File: config.mk
export PLATFORM = sky130hd
export DESIGN_NAME = metar_weather_group_parser
export DESIGN_NICKNAME = d
export VERILOG_FILES = /design/src/rtl/core/mwg_pkg.sv /design/src/rtl/core/mwg_front.sv /design/src/rtl/core/mwg_queue.sv /design/src/rtl/core/mwg_back.sv /design/src/rtl/core/metar_weather_group_parser.sv
export SDC_FILE = /design/constraint.sdc
export NUM_CORES = 1
export LEC_CHECK = 0
export ABC_AREA = 0
export BUFFER_PORTS_ARGS = -buffer_cell sky130_fd_sc_hd__buf_2
export CAP_MARGIN = 20
export CORE_ASPECT_RATIO = 0.75
export CORE_MARGIN = 1
export CORE_UTILIZATION = 40
export CTS_BUF_LIST = sky130_fd_sc_hd__clkbuf_8
export DETAILED_ROUTE_END_ITERATION = 8
export PLACE_DENSITY = 0.56
export SETUP_SLACK_MARGIN = 0.05
export SLEW_MARGIN = 20
export SYNTH_ARGS = -nofsm -noshare
export SYNTH_HDL_FRONTEND = slang
export SYNTH_SLANG_ARGS = --single-unit
export TNS_END_PERCENT = 10
File: constraint.sdc
create_clock -name clk -period 2.8 [get_ports clk]
set_clock_uncertainty 0.05 [all_clocks]
set_input_delay 0.28 -clock clk [delete_from_list [all_inputs] [get_ports clk]]
set_output_delay 0.28 -clock clk [all_outputs]
set_load 0.02 [all_outputs]
File: src/rtl/core/mwg_pkg.sv
// ----------------------------------------------------------------------------
// mwg_pkg
// Shared types, code tables and lookup helpers for the weather group parser.
// ----------------------------------------------------------------------------
package mwg_pkg;

    localparam int CountSat = 4;

    // Result codes that are set directly rather than looked up.
    localparam logic [1:0] INT_LIGHT     = 2'd1;
    localparam logic [1:0] INT_HEAVY     = 2'd2;
    localparam logic [1:0] INT_VICINITY  = 2'd3;
    localparam logic [3:0] DESC_NONE     = 4'd0;
    localparam logic [3:0] DESC_NSW      = 4'd9;
    localparam logic [3:0] PREC_NONE     = 4'd0;
    localparam logic [3:0] OBSC_NONE     = 4'd0;
    localparam logic [2:0] MISC_NONE     = 3'd0;
    localparam logic [1:0] INT_MODERATE  = 2'd0;

    localparam logic [7:0] CHAR_PLUS  = 8'h2B;
    localparam logic [7:0] CHAR_MINUS = 8'h2D;
    localparam logic [15:0] PAIR_VC   = "VC";

    localparam logic [7:0] NSW_WORD [3] = '{"N", "S", "W"};

    localparam logic [15:0] DESC_TAB [8] = '{"MI", "PR", "BC", "DR", "BL", "SH", "TS", "FZ"};
    localparam logic [15:0] PREC_TAB [9] =
        '{"DZ", "RA", "SN", "SG", "IC", "PE", "GR", "GS", "UP"};
    localparam logic [15:0] OBSC_TAB [8] = '{"BR", "FG", "FU", "VA", "DU", "SA", "HZ", "PY"};
    localparam logic [15:0] MISC_TAB [5] = '{"PO", "SQ", "FC", "SS", "DS"};

    // Parse phases in the order the group is scanned.
    typedef enum logic [3:0] {
        PH_INT0,
        PH_INT1,
        PH_DESC0,
        PH_PREC0,
        PH_PREC_MORE,
        PH_DESC1,
        PH_OBSC,
        PH_MISC,
        PH_INT2,
        PH_DONE
    } phase_t;

    // Classified character, passed from the front end to the parser.
    typedef struct packed {
        logic       last;
        logic       short_grp;
        logic       nsw_hit;
        logic       cur_plus;
        logic       cur_minus;
        logic       vc;
        logic [3:0] desc;
        logic [3:0] prec;
        logic [3:0] obsc;
        logic [2:0] misc;
    } tok_t;

    function automatic logic [3:0] desc_code(logic [15:0] pair);
        logic [3:0] code;
        code = DESC_NONE;
        for (int i = 0; i < 8; i++) begin
            if (pair == DESC_TAB[i]) begin
                code = 4'(i + 1);
            end
        end
        return code;
    endfunction

    function automatic logic [3:0] prec_code(logic [15:0] pair);
        logic [3:0] code;
        code = PREC_NONE;
        for (int i = 0; i < 9; i++) begin
            if (pair == PREC_TAB[i]) begin
                code = 4'(i + 1);
            end
        end
        return code;
    endfunction

    function automatic logic [3:0] obsc_code(logic [15:0] pair);
        logic [3:0] code;
        code = OBSC_NONE;
        for (int i = 0; i < 8; i++) begin
            if (pair == OBSC_TAB[i]) begin
                code = 4'(i + 1);
            end
        end
        return code;
    endfunction

    function automatic logic [2:0] misc_code(logic [15:0] pair);
        logic [2:0] code;
        code = MISC_NONE;
        for (int i = 0; i < 5; i++) begin
            if (pair == MISC_TAB[i]) begin
                code = 3'(i + 1);
            end
        end
        return code;
    endfunction

endpackage

File: src/rtl/core/mwg_front.sv
// ----------------------------------------------------------------------------
// mwg_front
// Accepts characters, tracks group length and the NSW word, and classifies
// each character together with its predecessor into two-letter codes.
// ----------------------------------------------------------------------------
module mwg_front
    import mwg_pkg::*;
(
    input  logic       clk,
    input  logic       rst_n,
    input  logic       in_valid,
    output logic       in_stall,
    input  logic [7:0] char_code,
    input  logic       last_char,
    input  logic       q_full,
    output logic       push,
    output tok_t       push_tok
);

    logic [7:0]  prev_char_reg;
    logic [2:0]  count_reg;
    logic [2:0]  count_next;
    logic        nsw_ok_reg;
    logic        nsw_ok_next;
    logic [15:0] pair;

    assign in_stall = q_full;
    assign push     = in_valid && !q_full;
    assign pair     = {prev_char_reg, char_code};

    always_comb
    begin
        count_next  = (count_reg < 3'(CountSat)) ? count_reg + 3'd1 : count_reg;
        nsw_ok_next = 1'b0;
        if (count_reg < 3'd3)
        begin
            nsw_ok_next = nsw_ok_reg && (char_code == NSW_WORD[count_reg[1:0]]);
        end

        push_tok.last      = last_char;
        push_tok.short_grp = (count_next < 3'd2);
        push_tok.nsw_hit   = (count_next == 3'd3) && nsw_ok_next;
        push_tok.cur_plus  = (char_code == CHAR_PLUS);
        push_tok.cur_minus = (char_code == CHAR_MINUS);
        // The pair codes are only meaningful when a character is held, which the
        // parser knows; on the first character of a group they are ignored.
        push_tok.vc        = (pair == PAIR_VC);
        push_tok.desc      = desc_code(pair);
        push_tok.prec      = prec_code(pair);
        push_tok.obsc      = obsc_code(pair);
        push_tok.misc      = misc_code(pair);
    end

    always_ff @(posedge clk or negedge rst_n)
    begin
        if (!rst_n)
        begin
            count_reg  <= 3'd0;
            nsw_ok_reg <= 1'b1;
        end
        else if (push)
        begin
            if (last_char)
            begin
                count_reg  <= 3'd0;
                nsw_ok_reg <= 1'b1;
            end
            else
            begin
                count_reg  <= count_next;
                nsw_ok_reg <= nsw_ok_next;
            end
        end
    end

    always_ff @(posedge clk)
    begin
        if (push)
        begin
            prev_char_reg <= char_code;
        end
    end

endmodule

File: src/rtl/core/mwg_queue.sv
// ----------------------------------------------------------------------------
// mwg_queue
// Two-entry queue of classified characters between front end and parser.
// ----------------------------------------------------------------------------
module mwg_queue
    import mwg_pkg::*;
(
    input  logic clk,
    input  logic rst_n,
    input  logic push,
    input  tok_t push_tok,
    output logic full,
    output logic q_valid,
    output tok_t q_tok,
    input  logic pop
);

    tok_t       entry_reg [2];
    logic       wr_ptr_reg;
    logic       rd_ptr_reg;
    logic [1:0] count_reg;
    logic [1:0] count_next;

    assign full    = (count_reg == 2'd2);
    assign q_valid = (count_reg != 2'd0);
    assign q_tok   = entry_reg[rd_ptr_reg];

    always_comb
    begin
        count_next = count_reg;
        if (push && !pop)
        begin
            count_next = count_reg + 2'd1;
        end
        else if (pop && !push)
        begin
            count_next = count_reg - 2'd1;
        end
    end

    always_ff @(posedge clk or negedge rst_n)
    begin
        if (!rst_n)
        begin
            wr_ptr_reg <= 1'b0;
            rd_ptr_reg <= 1'b0;
            count_reg  <= 2'd0;
        end
        else
        begin
            count_reg <= count_next;
            if (push)
            begin
                wr_ptr_reg <= !wr_ptr_reg;
            end
            if (pop)
            begin
                rd_ptr_reg <= !rd_ptr_reg;
            end
        end
    end

    always_ff @(posedge clk)
    begin
        if (push)
        begin
            entry_reg[wr_ptr_reg] <= push_tok;
        end
    end

endmodule

File: src/rtl/core/mwg_back.sv
// ----------------------------------------------------------------------------
// mwg_back
// Phase-ordered parser: walks the held character through the remaining
// phases, updates the stored codes and registers one result per group.
// ----------------------------------------------------------------------------
module mwg_back
    import mwg_pkg::*;
(
    input  logic       clk,
    input  logic       rst_n,
    input  logic       q_valid,
    input  tok_t       q_tok,
    output logic       pop,
    output logic       out_valid,
    input  logic       out_stall,
    output logic       group_ok,
    output logic [1:0] out_intensity,
    output logic [3:0] out_descriptor,
    output logic [3:0] out_precip,
    output logic [3:0] out_obscuration,
    output logic [2:0] out_misc
);

    phase_t     phase_reg;
    phase_t     phase_next;
    logic       held_valid_reg;
    logic       held_valid_next;
    logic       held_plus_reg;
    logic       held_plus_next;
    logic       held_minus_reg;
    logic       held_minus_next;
    logic       failed_reg;
    logic       failed_next;
    logic [1:0] int_reg;
    logic [1:0] int_next;
    logic [3:0] desc_reg;
    logic [3:0] desc_next;
    logic [3:0] prec_reg;
    logic [3:0] prec_next;
    logic [3:0] obsc_reg;
    logic [3:0] obsc_next;
    logic [2:0] misc_reg;
    logic [2:0] misc_next;
    logic       out_valid_reg;
    logic       out_valid_next;
    logic       ok_reg;
    logic [1:0] res_int_reg;
    logic [3:0] res_desc_reg;
    logic [3:0] res_prec_reg;
    logic [3:0] res_obsc_reg;
    logic [2:0] res_misc_reg;
    logic       ok;
    logic       held_sign;
    logic [1:0] held_int;
    logic       take_one;
    logic       int_phase;

    // A non-final character never touches the result register, so it may go
    // through even while a result waits to be taken.
    assign pop       = q_valid && !(q_tok.last && out_valid_reg && out_stall);
    assign held_sign = held_plus_reg || held_minus_reg;
    assign held_int  = held_plus_reg ? INT_HEAVY : INT_LIGHT;

    assign out_valid       = out_valid_reg;
    assign group_ok        = ok_reg;
    assign out_intensity   = res_int_reg;
    assign out_descriptor  = res_desc_reg;
    assign out_precip      = res_prec_reg;
    assign out_obscuration = res_obsc_reg;
    assign out_misc        = res_misc_reg;

    always_comb
    begin
        phase_next      = phase_reg;
        held_valid_next = held_valid_reg;
        held_plus_next  = held_plus_reg;
        held_minus_next = held_minus_reg;
        failed_next     = failed_reg;
        int_next        = int_reg;
        desc_next       = desc_reg;
        prec_next       = prec_reg;
        obsc_next       = obsc_reg;
        misc_next       = misc_reg;
        out_valid_next  = out_valid_reg && out_stall;
        ok              = 1'b0;
        take_one        = 1'b0;
        int_phase       = 1'b0;

        if (pop && !failed_reg)
        begin
            if (held_valid_reg)
            begin
                // First phase at or after the current one that takes the held
                // character, or the held character with this one as a pair.
                case (1'b1)
                    (phase_reg <= PH_INT1) && held_sign:
                    begin
                        int_next   = held_int;
                        phase_next = (phase_reg == PH_INT0) ? PH_INT1 : PH_DESC0;
                        take_one   = 1'b1;
                    end
                    (phase_reg <= PH_INT1) && q_tok.vc:
                    begin
                        int_next   = INT_VICINITY;
                        phase_next = (phase_reg == PH_INT0) ? PH_INT1 : PH_DESC0;
                    end
                    (phase_reg <= PH_DESC0) && (q_tok.desc != DESC_NONE):
                    begin
                        desc_next  = q_tok.desc;
                        phase_next = PH_PREC0;
                    end
                    (phase_reg <= PH_PREC0) && (q_tok.prec != PREC_NONE):
                    begin
                        prec_next  = q_tok.prec;
                        phase_next = PH_PREC_MORE;
                    end
                    (phase_reg == PH_PREC_MORE) && (q_tok.prec != PREC_NONE):
                    begin
                        phase_next = PH_PREC_MORE;
                    end
                    (phase_reg <= PH_DESC1) && (q_tok.desc != DESC_NONE):
                    begin
                        desc_next  = q_tok.desc;
                        phase_next = PH_OBSC;
                    end
                    (phase_reg <= PH_OBSC) && (q_tok.obsc != OBSC_NONE):
                    begin
                        obsc_next  = q_tok.obsc;
                        phase_next = PH_MISC;
                    end
                    (phase_reg <= PH_MISC) && (q_tok.misc != MISC_NONE):
                    begin
                        misc_next  = q_tok.misc;
                        phase_next = PH_INT2;
                    end
                    (phase_reg <= PH_INT2) && held_sign:
                    begin
                        int_next   = held_int;
                        phase_next = PH_DONE;
                        take_one   = 1'b1;
                    end
                    (phase_reg <= PH_INT2) && q_tok.vc:
                    begin
                        int_next   = INT_VICINITY;
                        phase_next = PH_DONE;
                    end
                    default:
                    begin
                        phase_next  = PH_DONE;
                        failed_next = 1'b1;
                    end
                endcase

                if (take_one)
                begin
                    held_plus_next  = q_tok.cur_plus;
                    held_minus_next = q_tok.cur_minus;
                end
                else
                begin
                    held_valid_next = 1'b0;
                end
            end
            else
            begin
                held_valid_next = 1'b1;
                held_plus_next  = q_tok.cur_plus;
                held_minus_next = q_tok.cur_minus;
            end
        end

        if (pop && q_tok.last)
        begin
            if (!q_tok.short_grp)
            begin
                // With no character after it, the held one can only be a sign,
                // and the closing intensity phase takes it from any unfinished
                // phase.
                int_phase = (phase_next != PH_DONE);
                ok = !failed_next;
                if (held_valid_next && !failed_next)
                begin
                    if (int_phase && (held_plus_next || held_minus_next))
                    begin
                        int_next = held_plus_next ? INT_HEAVY : INT_LIGHT;
                    end
                    else
                    begin
                        ok = 1'b0;
                    end
                end
                if (q_tok.nsw_hit)
                begin
                    desc_next = DESC_NSW;
                    ok        = 1'b1;
                end
            end
            out_valid_next  = 1'b1;
            phase_next      = PH_INT0;
            held_valid_next = 1'b0;
            held_plus_next  = 1'b0;
            held_minus_next = 1'b0;
            failed_next     = 1'b0;
        end
    end

    always_ff @(posedge clk or negedge rst_n)
    begin
        if (!rst_n)
        begin
            phase_reg      <= PH_INT0;
            held_valid_reg <= 1'b0;
            held_plus_reg  <= 1'b0;
            held_minus_reg <= 1'b0;
            failed_reg     <= 1'b0;
            int_reg        <= INT_MODERATE;
            desc_reg       <= DESC_NONE;
            prec_reg       <= PREC_NONE;
            obsc_reg       <= OBSC_NONE;
            misc_reg       <= MISC_NONE;
            out_valid_reg  <= 1'b0;
        end
        else
        begin
            phase_reg      <= phase_next;
            held_valid_reg <= held_valid_next;
            held_plus_reg  <= held_plus_next;
            held_minus_reg <= held_minus_next;
            failed_reg     <= failed_next;
            int_reg        <= int_next;
            desc_reg       <= desc_next;
            prec_reg       <= prec_next;
            obsc_reg       <= obsc_next;
            misc_reg       <= misc_next;
            out_valid_reg  <= out_valid_next;
        end
    end

    always_ff @(posedge clk)
    begin
        if (pop && q_tok.last)
        begin
            ok_reg       <= ok;
            res_int_reg  <= int_next;
            res_desc_reg <= desc_next;
            res_prec_reg <= prec_next;
            res_obsc_reg <= obsc_next;
            res_misc_reg <= misc_next;
        end
    end

endmodule

File: src/rtl/core/metar_weather_group_parser.sv
// ----------------------------------------------------------------------------
// metar_weather_group_parser
// Present-weather group parser, one character per transfer.
//
//   Channel   Handshake             Payload
//   -------   -------------------   ---------------------------------------
//   input     in_valid / in_stall   char_code, last_char
//   output    out_valid / out_stall group_ok, out_intensity, out_descriptor,
//                                   out_precip, out_obscuration, out_misc
//
// One character is taken every cycle while the queue is not full. A result is
// presented once the character that ends its group has passed through the
// queue and the parser has registered the result as that character leaves.
// The parse loop is a combinational scan over the remaining phases, so the
// rate is one character per cycle while no group end waits on a stalled result.
// Reset clears the stored codes to none/moderate and starts a fresh group.
// A stalled result only holds back the next group-ending character; other
// characters keep flowing until the two-entry queue fills.
// ----------------------------------------------------------------------------
module metar_weather_group_parser
    import mwg_pkg::*;
(
    input  logic       clk,
    input  logic       rst_n,
    input  logic       in_valid,
    output logic       in_stall,
    input  logic [7:0] char_code,
    input  logic       last_char,
    output logic       out_valid,
    input  logic       out_stall,
    output logic       group_ok,
    output logic [1:0] out_intensity,
    output logic [3:0] out_descriptor,
    output logic [3:0] out_precip,
    output logic [3:0] out_obscuration,
    output logic [2:0] out_misc
);

    logic q_full;
    logic push;
    tok_t push_tok;
    logic q_valid;
    tok_t q_tok;
    logic pop;

    mwg_front u_front (
        .clk       (clk),
        .rst_n     (rst_n),
        .in_valid  (in_valid),
        .in_stall  (in_stall),
        .char_code (char_code),
        .last_char (last_char),
        .q_full    (q_full),
        .push      (push),
        .push_tok  (push_tok)
    );

    mwg_queue u_queue (
        .clk      (clk),
        .rst_n    (rst_n),
        .push     (push),
        .push_tok (push_tok),
        .full     (q_full),
        .q_valid  (q_valid),
        .q_tok    (q_tok),
        .pop      (pop)
    );

    mwg_back u_back (
        .clk             (clk),
        .rst_n           (rst_n),
        .q_valid         (q_valid),
        .q_tok           (q_tok),
        .pop             (pop),
        .out_valid       (out_valid),
        .out_stall       (out_stall),
        .group_ok        (group_ok),
        .out_intensity   (out_intensity),
        .out_descriptor  (out_descriptor),
        .out_precip      (out_precip),
        .out_obscuration (out_obscuration),
        .out_misc        (out_misc)
    );

endmodule

Word level (Yosys, flattened, before mapping):

Memories as Yosys holds them, arrays and structs flattened.
Cells that the tools add are included.

* add/sub/neg operators: 3
* $lt $le $gt $ge: 11
* eq/ne operators: 38
* mux-type cells: 147
* bitwise operators: 1
* reductions and logical operators: 40

Operators by type and width (count)
* $eq 16x15->1 const B: 31
* $mux 4: 40
* $mux 3: 26
* $mux 2: 29
* $mux 1: 49
* $logic_and 1x1->1: 23
* $bmux 8 s2: 1
* $eq 8x6->1 const B: 2
* $mux 8: 2
* $le 4x3->1 const B: 3
* $reduce_bool 4->1: 3
* $eq 8x8->1: 1
* $le 4x2->1 const B: 2
* $logic_not 1->1: 8
* $lt 3x2->1 const B: 2
* $eq 4x3->1 const B: 1
* $le 4x1->1 const B: 1
* $le 4x4->1 const B: 1
* $logic_not 4->1: 1
* $ne 4x4->1 const B: 1
* $reduce_bool 2->1: 2
* $add 3x1->3 const B: 1
* $eq 3x2->1 const B: 1
* $ge 3x3->1 const B: 1
* 7 further kinds: 8

* flip-flop bits (word level): 60
* bits in writable memories: 42
* input bits: 13
* memories: 1

Memories
* u_queue.entry_reg: depth 2, width 21, read ports 1, clocked after Yosys merged registers in 0, write ports 1, line mwg_queue.sv:18 `tok_t entry_reg [2];`

Logic depth before layout (Yosys ltp):

Gate-level depths: netlist of the first run.

* depth in word-level cells: 22
* gate-level depth with buffers: 9
* gate-level depth less buffers: 7

Cells and area by module:

From an unflattened synthesis of the first run, not the netlist that was laid out.

* cells, all modules: 390
* area total of the unflattened synthesis: 4904.7 um2

By module, submodules not included
* mwg_back: times used 1, cells each 167, area an instance 1995.7 um2
* mwg_queue: times used 1, cells each 81, area an instance 1709.1 um2
* mwg_front: times used 1, cells each 142, area an instance 1199.9 um2

Least setup slack after synthesis of the first run:

OpenSTA, ideal clock, no wires.

* path kind: reg2reg
* start point: register u_queue.rd_ptr_reg
* end point: register u_back.res_int_reg[0], in the netlist u_back.out_intensity[0] (data pin)
* setup time: 0.272 ns
* arrival time: 2.109 ns
* required time: 2.478 ns
* setup slack: 0.369 ns
* cell stages (with the launch flop): 8
* path buffers: 0
* clock period less this slack: 2.431 ns
* path through: dfrtp_1 -> or4_1 -> o22a_2 -> o21ai_1 -> o221ai_2 -> o211a_1 -> nor4b_2 -> o32ai_1

* word-level cells in the longest chain between the ends: 22
* elaborated cells between the ends (all ways): 82

RTL lines
* start, declared: line mwg_queue.sv:20 `logic rd_ptr_reg;`
* start signal, assigned: line mwg_queue.sv:58 `rd_ptr_reg <= !rd_ptr_reg;`
* $mem_v2 2x21 (*)
* $reduce_bool 3->1: line mwg_back.sv:131 `(phase_reg <= PH_MISC) && (q_tok.misc != MISC_NONE):`
* $logic_and 1x1->1: line mwg_back.sv:131
* $mux 1 (8 in a row): line mwg_back.sv:95 `case (1'b1)`
* $mux 1: line mwg_back.sv:91 `if (held_valid_reg)`
* $mux 1: line mwg_back.sv:89 `if (pop && !failed_reg)`
* $mux 1: line mwg_back.sv:154 `if (take_one)`
* $mux 1: line mwg_back.sv:91
* $mux 1: line mwg_back.sv:89
* $logic_or 1x1->1: line mwg_back.sv:183 `if (int_phase && (held_plus_next || held_minus_next))`
* $logic_and 1x1->1: line mwg_back.sv:183
* $mux 2: line mwg_back.sv:183
* $mux 2: line mwg_back.sv:181 `if (held_valid_next && !failed_next)`
* $mux 2: line mwg_back.sv:174 `if (!q_tok.short_grp)`
* $mux 2 (*): line mwg_back.sv:172 `if (pop && q_tok.last)`
* named net u_back.int_next[0]: line mwg_back.sv:35 `logic [1:0] int_next;`
* end signal, assigned: line mwg_back.sv:244 `res_int_reg <= int_next;`
* end, declared: line mwg_back.sv:47 `logic [1:0] res_int_reg;`

The timed path passes the listed nets; every way through them passes the cells marked *. The select of a mux whose other input is x is not followed.
A chain may end at the register's enable or synchronous reset.

Worst setup path after layout of the first run:

* start point: register u_queue.rd_ptr_reg
* end point: register u_back.res_int_reg[1], in the netlist u_back.out_intensity[1] (data pin)

The elaborated chain is that of the path after synthesis.

==> results of run 1 <==
[worst max-delay path, cell delays in order (launching register included)]
cell      delay (ps)
dfrtp_2          440
or4_4            550
o22a_4           250
a22oi_4          270
a31o_4           190
a21boi_1         110
nor4b_2          410
o32ai_2          150
[synthesized netlist by cell type (2+ instances only)]
cell type / n
mux2i_1: 23
o22ai_1: 4
or4b_1: 2
buf_2: 3
nand2_1: 40
nand2b_1: 7
o221ai_1: 2
o32ai_1: 2
a31oi_1: 3
o311ai_0: 3
and3_1: 3
and2_1: 4
o31ai_1: 2
or3_1: 7
ha_1: 3
and4_1: 2
nor3b_1: 2
o21ai_0: 11
nor3_1: 18
a22oi_1: 2
a211oi_1: 2
a41oi_1: 2
nand3_1: 11
dfrtp_1: 33
or4b_2: 2
o211ai_1: 7
nor4_1: 10
o21ai_1: 2
xnor2_1: 4
xor2_1: 2
edfxtp_1: 68
mux2_2: 5
nor2b_1: 6
nand4_1: 4
a21oi_1: 33
clkbuf_1: 7
nor2_1: 44
clkinv_1: 2
a21boi_1: 2
buf_1: 2
inv_1: 8
[per-layer routing]
metal / share of wire [%] / vias to the layer above
met2: 42 / 106
met4: 1.4 / 0
met3: 5.5 / 20
met1: 51 / 1738
li1: - / 1723
met5: 0 / -
[power by group]
| part | leakage [nW] | internal [mW] | switching [mW] |
|---|---|---|---|
| registers | 1.07 | 2.20 | 0.264 |
| logic | 0.962 | 0.841 | 1.26 |
| clock network | 0.109 | 0.435 | 0.559 |
| total | 2.14 | 3.48 | 2.09 |
[kinds of logic after synthesis]
family,count (synthesis),share of synthesized area [%]
XOR/XNOR,6,1.08
adder cells (fa/ha/maj),3,0.771
multiplexers,28,5.89
AND/OR/NAND/NOR,171,18.2
AO/OA/AOI/OAI,92,12.9
flip-flops,102,59.5
buffers and inverters,22,1.77
[layout make-up]
type,instances,area share (%)
flip-flops and latches,102,51.2
multi-input cells,300,34.2
repair buffers,58,6.55
well taps,162,3.58
clock buffers,9,2.19
clock inverters,7,1.57
inverters,10,0.664
[final timing paths]
check,cells after the start,startpoint,to
max,7,u_queue.rd_ptr_reg,u_back.out_intensity[1]
min,1,char_code[5],u_front.prev_char_reg[5]
max reg2reg,7,u_queue.rd_ptr_reg,u_back.out_intensity[1]
min reg2reg,2,u_front.nsw_ok_reg,u_front.nsw_ok_reg
max in group asynchronous,2,rst_n,u_queue.rd_ptr_reg
min in group asynchronous,2,rst_n,u_back.prec_reg[0]
[timing repair]
item	CTS	global route
gates resized for setup	0	9
hold buffers	1	0
endpoints found under the hold margin	30	0
setup buffers	0	4
endpoints found under the setup margin	0	12
[metrics by stage]
step,util (%),power (mW)
after floorplan,-,3.83
after global placement,45.6,4.50
after detailed placement,45.6,4.53
after CTS,47.5,5.53
after global routing,48.2,5.93
final,48.2,5.57
==> metrics.md, run 1 <==
| Metric | Value |
|---|---|
| Status | `finished clean` |
| P&R area growth vs syn | `16.2%` |
| Critical Path End Type | `flip-flop` |
| Largest net degree at the start of global routing | `35` |
| Pwr dens | `about 980 nW/um^2` |
| Area contributors post-synth | `edfxtp_1, dfrtp_1, mux2i_1` |
| Commonest non-fill, non-tap cells in the layout | `edfxtp_1, nor2_1, nand2_1, a21oi_1` |
| CP max FO | `7` |
| # fillers | `~1,100` |
| Die Wd | `between 100 and 150 um` |
| Leakage power | `between 2 and 2.5 nW` |
| FF+latch area | `around 2900 um^2` |
| Grt ovf | `0` |
| Critical Path AT | `approximately 2700 ps` |
| Number of distinct library cells after synthesis | `66` |
| TNS Setup | `0 ps` |
| Initial antenna violation count | `0` |
| Post-synth EDFFs | `68` |
| Cell accounting for the most synthesized area | `edfxtp_1` |
| DRC Markers | `0` |
| # nets final | `497` |
| IO Port Bufs | `32` |
| Clk buf depth | `2` |
| First-iteration detailed-routing DRC count | `340` |
| TritonCTS Buffers | `9` |
| 1st-pass router iterations | `5` |
| Wire length per cell | `approximately 17 um` |
| Routed Antenna Nets | `0` |
| Critical path type | `reg -> reg` |
| Final min period | `~2700 ps` |
| DP Cell Count | `~630` |
| Starting Density | `between 40% and 50%` |
| GR Util met2 | `26.4%` |
| RSZ-0062 raised after global routing | `yes` |
| Sequential fraction of the synthesis area | `between 50% and 60%` |
| Commonest non-fill, non-tap cell in the layout | `edfxtp_1` |
| Clk_lat worst skew | `between 300 and 400 ps` |
| Htree depth | `3` |
| Setup Viol. Count Final | `0` |
| Slew @ Worst Pin | `roughly 900 ps` |
| Yosys top cell area share | `a little over two fifths` |
| Worst Path Required | `approximately 2900 ps` |
| Crit share post-route | `between 90% and 100%` |
| Die area | `around 13,000 um^2` |
| Relative slew slack | `around two fifths` |
| TritonCTS clock tree | `yes` |
| Primary FF master, synth | `edfxtp_1` |
| Wire length of the first global-routing pass | `roughly 18,000 um` |
| Clock Sinks | `around 100` |
| CP startpoint kind | `flip-flop` |
| Clk root buf | `clkbuf_8` |
| Hold Worst Slack | `between 50 and 60 ps` |
| Hold Path Class | `in -> reg` |
| Cell Area, Synth | `between 4000 and 5000 um^2` |
| Met1 GRT Util | `around 29%` |
| Syn Inst Count | `roughly 420` |
| Total GRT Usage | `a little under a fifth` |
| Achievable Freq | `approximately 0.37 GHz` |
| Worst setup margin | `133 ps` |
| Syn_nets | `440` |
| Layout Cells excl Fill | `approximately 650` |
| Synthesized flop and latch total | `slightly above 100` |
| Die Y | `just under 100 um` |
| # IOs | `33` |
| Final hold violations | `0` |
| Asr flop ratio synth | `around 33%` |
| Fin. max-slew vios | `0` |
| Synth warnings | `0` |
| DP Worst Slack | `about 110 ps` |
| Clk slew on worst S/H paths | `about 100 ps` |
| Core area | `between 10,000 and 15,000 um^2` |
| Multi-input logic area | `between 1500 and 2000 um^2` |
| Max FFs per register | `42` |
| Via Count | `3,587` |
| Routability cong. | `between 0.8 and 0.9` |
| Layout cell share with drive strength beyond 1 | `about 20%` |
| Avg Cell Area, Syn | `11.5 um^2` |
| Cell Area, Placed | `about 5400 um^2` |
| Max VDD drop | `about 0.00043 V` |
| Vias/cell | `5.54` |
| DP HPWL | `8190 um` |
| Final WL | `roughly 11,000 um` |
| Max Cap Violations | `0` |
| GRT busiest layer | `met1` |
| Met3 Use GR | `under 10%` |
| # diodes | `0` |
| Vias in the first global route | `about 3,400` |
| Setup slack, reg-to-reg | `between 100 and 150 ps` |
| Cell Rows | `34` |
| Design area | `~5700 um^2` |
Power figures use the tool's default switching activity.
==> run 2: changes to the inputs <==
--- a/config.mk
+++ b/config.mk
@@ -6,14 +6,14 @@
 export NUM_CORES = 1
 export LEC_CHECK = 0
 export ABC_AREA = 0
-export BUFFER_PORTS_ARGS = -buffer_cell sky130_fd_sc_hd__buf_2
 export CAP_MARGIN = 20
 export CORE_ASPECT_RATIO = 0.75
 export CORE_MARGIN = 1
 export CORE_UTILIZATION = 40
 export CTS_BUF_LIST = sky130_fd_sc_hd__clkbuf_8
 export DETAILED_ROUTE_END_ITERATION = 8
-export PLACE_DENSITY = 0.56
+export DONT_BUFFER_PORTS = 1
+export PLACE_DENSITY = 0.53
 export SETUP_SLACK_MARGIN = 0.05
 export SLEW_MARGIN = 20
 export SYNTH_ARGS = -nofsm -noshare
==> run 2 against run 1 <==
Sequential power is 8% higher. First-iteration DRC count rose by 13%. Register-to-register slack better by 50 ps. Via count decreased by 1.7%. Core utilization fell by 0.47 points. Clock power up 4%. Global-route usage increased by 0.19 points. Wire length down 0.27%. Critical path depth did not move. Critical endpoint unchanged. Largest power group unchanged.
==> metrics.md, run 2 (synthesis results as in run 1) <==
| Metric | Value |
|---|---|
| Vias/cell | `5.66 (+2.2%)` |
| RSZ-0062 raised after global routing | `no` |
| Setup Viol. Count Final | `0 (unchanged)` |
| Critical Path End Type | `flip-flop` |
| CP startpoint kind | `flip-flop` |
| DP Worst Slack | `118 ps (+6.89 ps)` |
| Critical path type | `reg -> reg` |
| Final WL | `11,100 um (-0.27%)` |
| Starting Density | `41.4% (unchanged)` |
| Clk buf depth | `2 (unchanged)` |
| Routed Antenna Nets | `0 (unchanged)` |
| DP HPWL | `8070 um (-1.4%)` |
| Routability cong. | `0.886 (-0.70%)` |
| Clock Sinks | `102 (unchanged)` |
| Grt ovf | `0 (unchanged)` |
| Leakage power | `2.04 nW (-4.6%)` |
| Hold Worst Slack | `26.6 ps (-29.2 ps)` |
| # nets final | `472 (-5.0%)` |
| CP max FO | `7 (unchanged)` |
| 1st-pass router iterations | `5 (unchanged)` |
| Initial antenna violation count | `0 (unchanged)` |
| Status | `finished clean` |
| Reg-to-Reg Start | `u_queue.rd_ptr_reg` |
| P&R area growth vs syn | `15.1%` |
| Clk slew on worst S/H paths | `100 ps (about the same)` |
| Worst hold path startpoint | `last_char` |
| Die Wd | `129 um (unchanged)` |
| DRC Markers | `0 (unchanged)` |
| Max Cap Violations | `0 (unchanged)` |
| Die Y | `97.5 um (unchanged)` |
| Total GRT Usage | `19.0% (+0.19 points)` |
| Critical Path AT | `2680 ps (-60 ps)` |
| Cell Area, Placed | `5190 um^2 (-3.0%)` |
| Slew @ Worst Pin | `613 ps (-275 ps)` |
| Htree depth | `3 (unchanged)` |
| DP Cell Count | `595 (-5.1%)` |
| Core area | `11,700 um^2 (unchanged)` |
| # IOs | `33 (unchanged)` |
| Final min period | `2620 ps (-50.5 ps)` |
| Design area | `5600 um^2 (-0.97%)` |
| Worst setup path startpoint | `u_queue.rd_ptr_reg` |
| Cell Rows | `34 (unchanged)` |
| Final core utilization | `47.7% (-0.47 points)` |
| Worst Path Required | `2860 ps (about the same)` |
| Hold Path Class | `in -> reg` |
| Clk root buf | `clkbuf_8` |
| TritonCTS Buffers | `9 (unchanged)` |
| Commonest non-fill, non-tap cell in the layout | `edfxtp_1` |
| Achievable Freq | `0.382 GHz (+1.9%)` |
| Wire length per cell | `17.8 um (+3.7%)` |
| IO Port Bufs | `0 (-100%)` |
| # diodes | `0 (unchanged)` |
| Vias in the first global route | `3,379 (-0.47%)` |
| Critical path's largest stage delay | `560 ps (about the same)` |
| Relative slew slack | `58.1% (+17 points)` |
| Die area | `12,600 um^2 (unchanged)` |
| Via Count | `3,526 (-1.7%)` |
| TNS Setup | `0 ps (unchanged)` |
| Pwr dens | `986 nW/um^2 (+0.17%)` |
| TritonCTS clock tree | `yes` |
| First-iteration detailed-routing DRC count | `385 (+13%)` |
| Overall Power | `5.52 mW (-0.80%)` |
| Wire length of the first global-routing pass | `18,100 um (+1.0%)` |
| Max FFs per register | `42 (unchanged)` |
| Crit share post-route | `93.5% (-1.8 points)` |
| Layout Cells excl Fill | `623 (-3.9%)` |
| Layout cell share with drive strength beyond 1 | `14.5% (-6.0 points)` |
| Critical-path top delay cell | `or4_4` |
| Max VDD drop | `0.000558 V (+31%)` |
| Final hold violations | `0 (unchanged)` |
| CP cell instances | `or4_4 -> o22a_4 -> a22oi_4 -> a31o_2 -> a21boi_2 -> nor4b_4 -> o32ai_2` |
| Clk_lat worst skew | `360 ps (-20 ps)` |
| Worst setup margin | `183 ps (+50.5 ps)` |
| Largest net degree at the start of global routing | `35 (unchanged)` |
| Fin. max-slew vios | `0 (unchanged)` |
| Commonest non-fill, non-tap cells in the layout | `edfxtp_1, nor2_1, nand2_1, a21oi_1, dfrtp_1` |
[run 2: cell count changes in the layout (fill, tap and decap cells not counted), sizes merged]
cell         change
clkinvlp         +1
inv              -2
bufinv           +1
buf             -34
dlygate4sd3      +9
[run 2: layer usage]
layer | GRT usage, % | share of wire (%) | vias up
met3 | 4.19 | 4.4 | 13
met5 | 0 | 0 | -
met4 | 4.71 | 0.94 | 0
met2 | 26.9 | 42 | 109
li1 | - | - | 1679
met1 | 29.0 | 53 | 1725
[run 2: layout make-up]
type	instances	area, um^2
Inverter	10	37.5
Fill cell	1089	6140
Sequential cell	102	2900
Multi-Input combinational cell	300	1950
Clock buffer	9	124
Timing Repair Buffer	33	298
Clock inverter	7	96.3
Tap cell	162	203
[run 2: timing repair]
item	4_1_cts	5_1_grt
hold buffers	11	0
endpoints found under the setup margin	0	6
setup buffers	0	1
endpoints found under the hold margin	47	0
resized for setup	0	11
[run 2: where the power goes]
part	leakage, nW	internal [mW]	switching (mW)	total [mW]
Sequential	1.07	2.22	0.443	2.66
Clock	0.109	0.509	0.522	1.03
Combinational	0.864	0.761	1.07	1.83
Total	2.04	3.49	2.04	5.52
[run 2: worst paths after layout]
path / to / slack, ps / depth (start not counted)
max in group asynchronous: u_front.nsw_ok_reg / 2130 / 2
worst max register to register: u_back.out_intensity[1] / 180 / 7
worst min register to register: u_front.nsw_ok_reg / 410 / 2
worst max-delay path: u_back.out_intensity[1] / 180 / 7
min in group asynchronous: u_back.phase_reg[0] / 320 / 2
worst min-delay path: u_front.nsw_ok_reg / 30 / 2
[run 2: critical path: cells and delay by family (launching register included)]
kind             cells  cell delay, ps
flip-flops           1             470
AO/OA/AOI/OAI        5             960
AND/OR/NAND/NOR      2             890
==> run 3: changes to the inputs <==
--- a/config.mk
+++ b/config.mk
@@ -7,13 +7,15 @@
 export LEC_CHECK = 0
 export ABC_AREA = 0
 export CAP_MARGIN = 20
+export CELL_PAD_IN_SITES_DETAIL_PLACEMENT = 0
+export CELL_PAD_IN_SITES_GLOBAL_PLACEMENT = 1
 export CORE_ASPECT_RATIO = 0.75
 export CORE_MARGIN = 1
 export CORE_UTILIZATION = 40
 export CTS_BUF_LIST = sky130_fd_sc_hd__clkbuf_8
 export DETAILED_ROUTE_END_ITERATION = 8
 export DONT_BUFFER_PORTS = 1
-export PLACE_DENSITY = 0.53
+export PLACE_DENSITY = 0.63
 export SETUP_SLACK_MARGIN = 0.05
 export SLEW_MARGIN = 20
 export SYNTH_ARGS = -nofsm -noshare
==> run 3 against run 2 <==
Worst hold slack improved by 2.4 ps. Global-route usage increased by 0.47 points. Flip-flop and latch count unchanged. Combinational power about the same. Core utilization decreased by 0.23 points. Critical path type unchanged.
==> metrics.md, run 3 (synthesis results as in run 1) <==
| Metric | Value |
|---|---|
| Commonest non-fill, non-tap cells in the layout | `edfxtp_1, nor2_1, nand2_1, a21oi_1, dfrtp_1` |
| Clk_lat worst skew | `370 ps (about the same)` |
| Status | `finished clean` |
| Die Wd | `129 um (unchanged)` |
| Critical Path End Type | `flip-flop` |
| Commonest non-fill, non-tap cell in the layout | `edfxtp_1` |
| Setup Viol. Count Final | `0 (unchanged)` |
| Slew @ Worst Pin | `593 ps (-19.4 ps)` |
| Die Y | `97.5 um (unchanged)` |
| Starting Density | `41.4% (unchanged)` |
| TNS Setup | `0 ps (unchanged)` |
| Max VDD drop | `0.000700 V (+25%)` |
| Hold Worst Slack | `29.0 ps (+2.41 ps)` |
| Initial antenna violation count | `0 (unchanged)` |
| Multi-input logic area | `1940 um^2 (-0.32%)` |
| First-iteration detailed-routing DRC count | `265 (-31%)` |
| Layout cell share with drive strength beyond 1 | `13.4% (-1.2 points)` |
| # diodes | `0 (unchanged)` |
| Layout Cells excl Fill | `618 (-0.80%)` |
| DRC Markers | `0 (unchanged)` |
| Max FFs per register | `42 (unchanged)` |
| # nets final | `467 (-1.1%)` |
| Routability cong. | `0.881 (-0.55%)` |
| Pwr dens | `994 nW/um^2 (+0.79%)` |
| DP Cell Count | `591 (-0.67%)` |
| Largest net degree at the start of global routing | `35 (unchanged)` |
| Htree depth | `3 (unchanged)` |
| FF+latch area | `2890 um^2 (about the same)` |
| Clk slew on worst S/H paths | `100 ps (about the same)` |
| Achievable Freq | `0.381 GHz (-0.26%)` |
| Clk root buf | `clkbuf_8` |
| Die area | `12,600 um^2 (unchanged)` |
| Leakage power | `2.03 nW (-0.72%)` |
| Grt ovf | `0 (unchanged)` |
| Relative slew slack | `60.0% (+1.8 points)` |
| 1st-pass router iterations | `5 (unchanged)` |
| Wire length of the first global-routing pass | `18,300 um (+0.99%)` |
| IO Port Bufs | `0 (unchanged)` |
| Max Cap Violations | `0 (unchanged)` |
| RSZ-0062 raised after global routing | `no` |
| Vias/cell | `5.61 (-0.88%)` |
| CP max FO | `7 (unchanged)` |
| Critical Path AT | `2680 ps (about the same)` |
| Core area | `11,700 um^2 (unchanged)` |
| Hold Path Class | `in -> reg` |
| Clock Sinks | `102 (unchanged)` |
| Routed Antenna Nets | `0 (unchanged)` |
| Setup bufs post-CTS | `0 (unchanged)` |
| Final hold violations | `0 (unchanged)` |
| Cell Rows | `34 (unchanged)` |
| Final min period | `2620 ps (+6.92 ps)` |
| Worst Path Required | `2860 ps (about the same)` |
| P&R area growth vs syn | `14.5%` |
| Crit share post-route | `93.7% (+0.25 points)` |
| CP startpoint kind | `flip-flop` |
| Wire length per cell | `18.4 um (+3.4%)` |
| # fillers | `1,117 (+2.6%)` |
| DP HPWL | `8290 um (+2.7%)` |
| Overall Power | `5.54 mW (+0.30%)` |
| Clk buf depth | `2 (unchanged)` |
| Fin. max-slew vios | `0 (unchanged)` |
| # IOs | `33 (unchanged)` |
| Critical path type | `reg -> reg` |
| TritonCTS clock tree | `yes` |
| Total GRT Usage | `19.5% (+0.47 points)` |
| Vias in the first global route | `3,377 (-0.059%)` |
| TritonCTS Buffers | `9 (unchanged)` |
| Via Count | `3,467 (-1.7%)` |
| Final WL | `11,400 um (+2.6%)` |
-- run 3: changes by cell type in the layout (fill, tap and decap cells not counted), sizes merged --
cell / previous run / this run
inv: 10 / 11
buf: 23 / 18
clkinv: 4 / 3
clkbuf: 9 / 10
clkinvlp: 1 / 0
-- run 3: layer usage --
metal / vias up / part of all wire, % / global-route usage, %
met3: 13 / 4.3 / 4.46
met2: 102 / 42 / 26.8
li1: 1664 / - / -
met1: 1688 / 53 / 29.8
met5: - / 0 / 0
met4: 0 / 1.2 / 6.15
-- run 3: layout make-up --
class	instances	share of cell area [%]
clock buffers	10	2.47
clock inverters	6	1.80
inverters	10	0.674
well taps	162	3.64
repair buffers	28	4.67
flip-flops and latches	102	51.9
multi-input cells	300	34.8
-- run 3: critical path, cell delays in order (launching register included) --
cell and delay [ps]:
dfrtp_1 450, or4_4 570, o22a_4 270, a22oi_4 250, a31o_2 200, a21boi_1 130
nor4b_4 300, o32ai_2 140
-- run 3: path summary, 6_finish.rpt --
path                               startpoint                 endpoint  slack, ps  cells past startpoint
min                                 last_char       u_front.nsw_ok_reg         30                      2
max in group asynchronous               rst_n       u_front.nsw_ok_reg       2090                      2
max reg2reg                u_queue.rd_ptr_reg  u_back.out_intensity[0]        180                      7
min reg2reg                u_front.nsw_ok_reg       u_front.nsw_ok_reg        420                      2
max                        u_queue.rd_ptr_reg  u_back.out_intensity[0]        180                      7
min in group asynchronous               rst_n       u_back.obsc_reg[1]        350                      2
-- run 3: timing repair --
action	in CTS	in global routing
setup endpoints to repair	0	12
hold endpoints to repair	47	0
resized for setup	0	9
hold buffers	11	0
-- run 3: where the power goes --
group	leakage (nW)	total [mW]	switching (mW)	internal, mW
clock network	0.121	1.06	0.520	0.545
registers	1.07	2.67	0.458	2.21
logic	0.836	1.80	1.06	0.739
total	2.03	5.54	2.04	3.50
-- run 3: per-stage QoR --
step / instance area, um^2 / utilization, % / setup slack (ps)
after CTS: 5520 / 47.0 / 129
after global placement: 5160 / 43.9 / 172
final: 5570 / 47.5 / 176
after floorplan: 4870 / - / 369
after global routing: 5570 / 47.5 / 51.2
after detailed placement: 5160 / 43.9 / 129
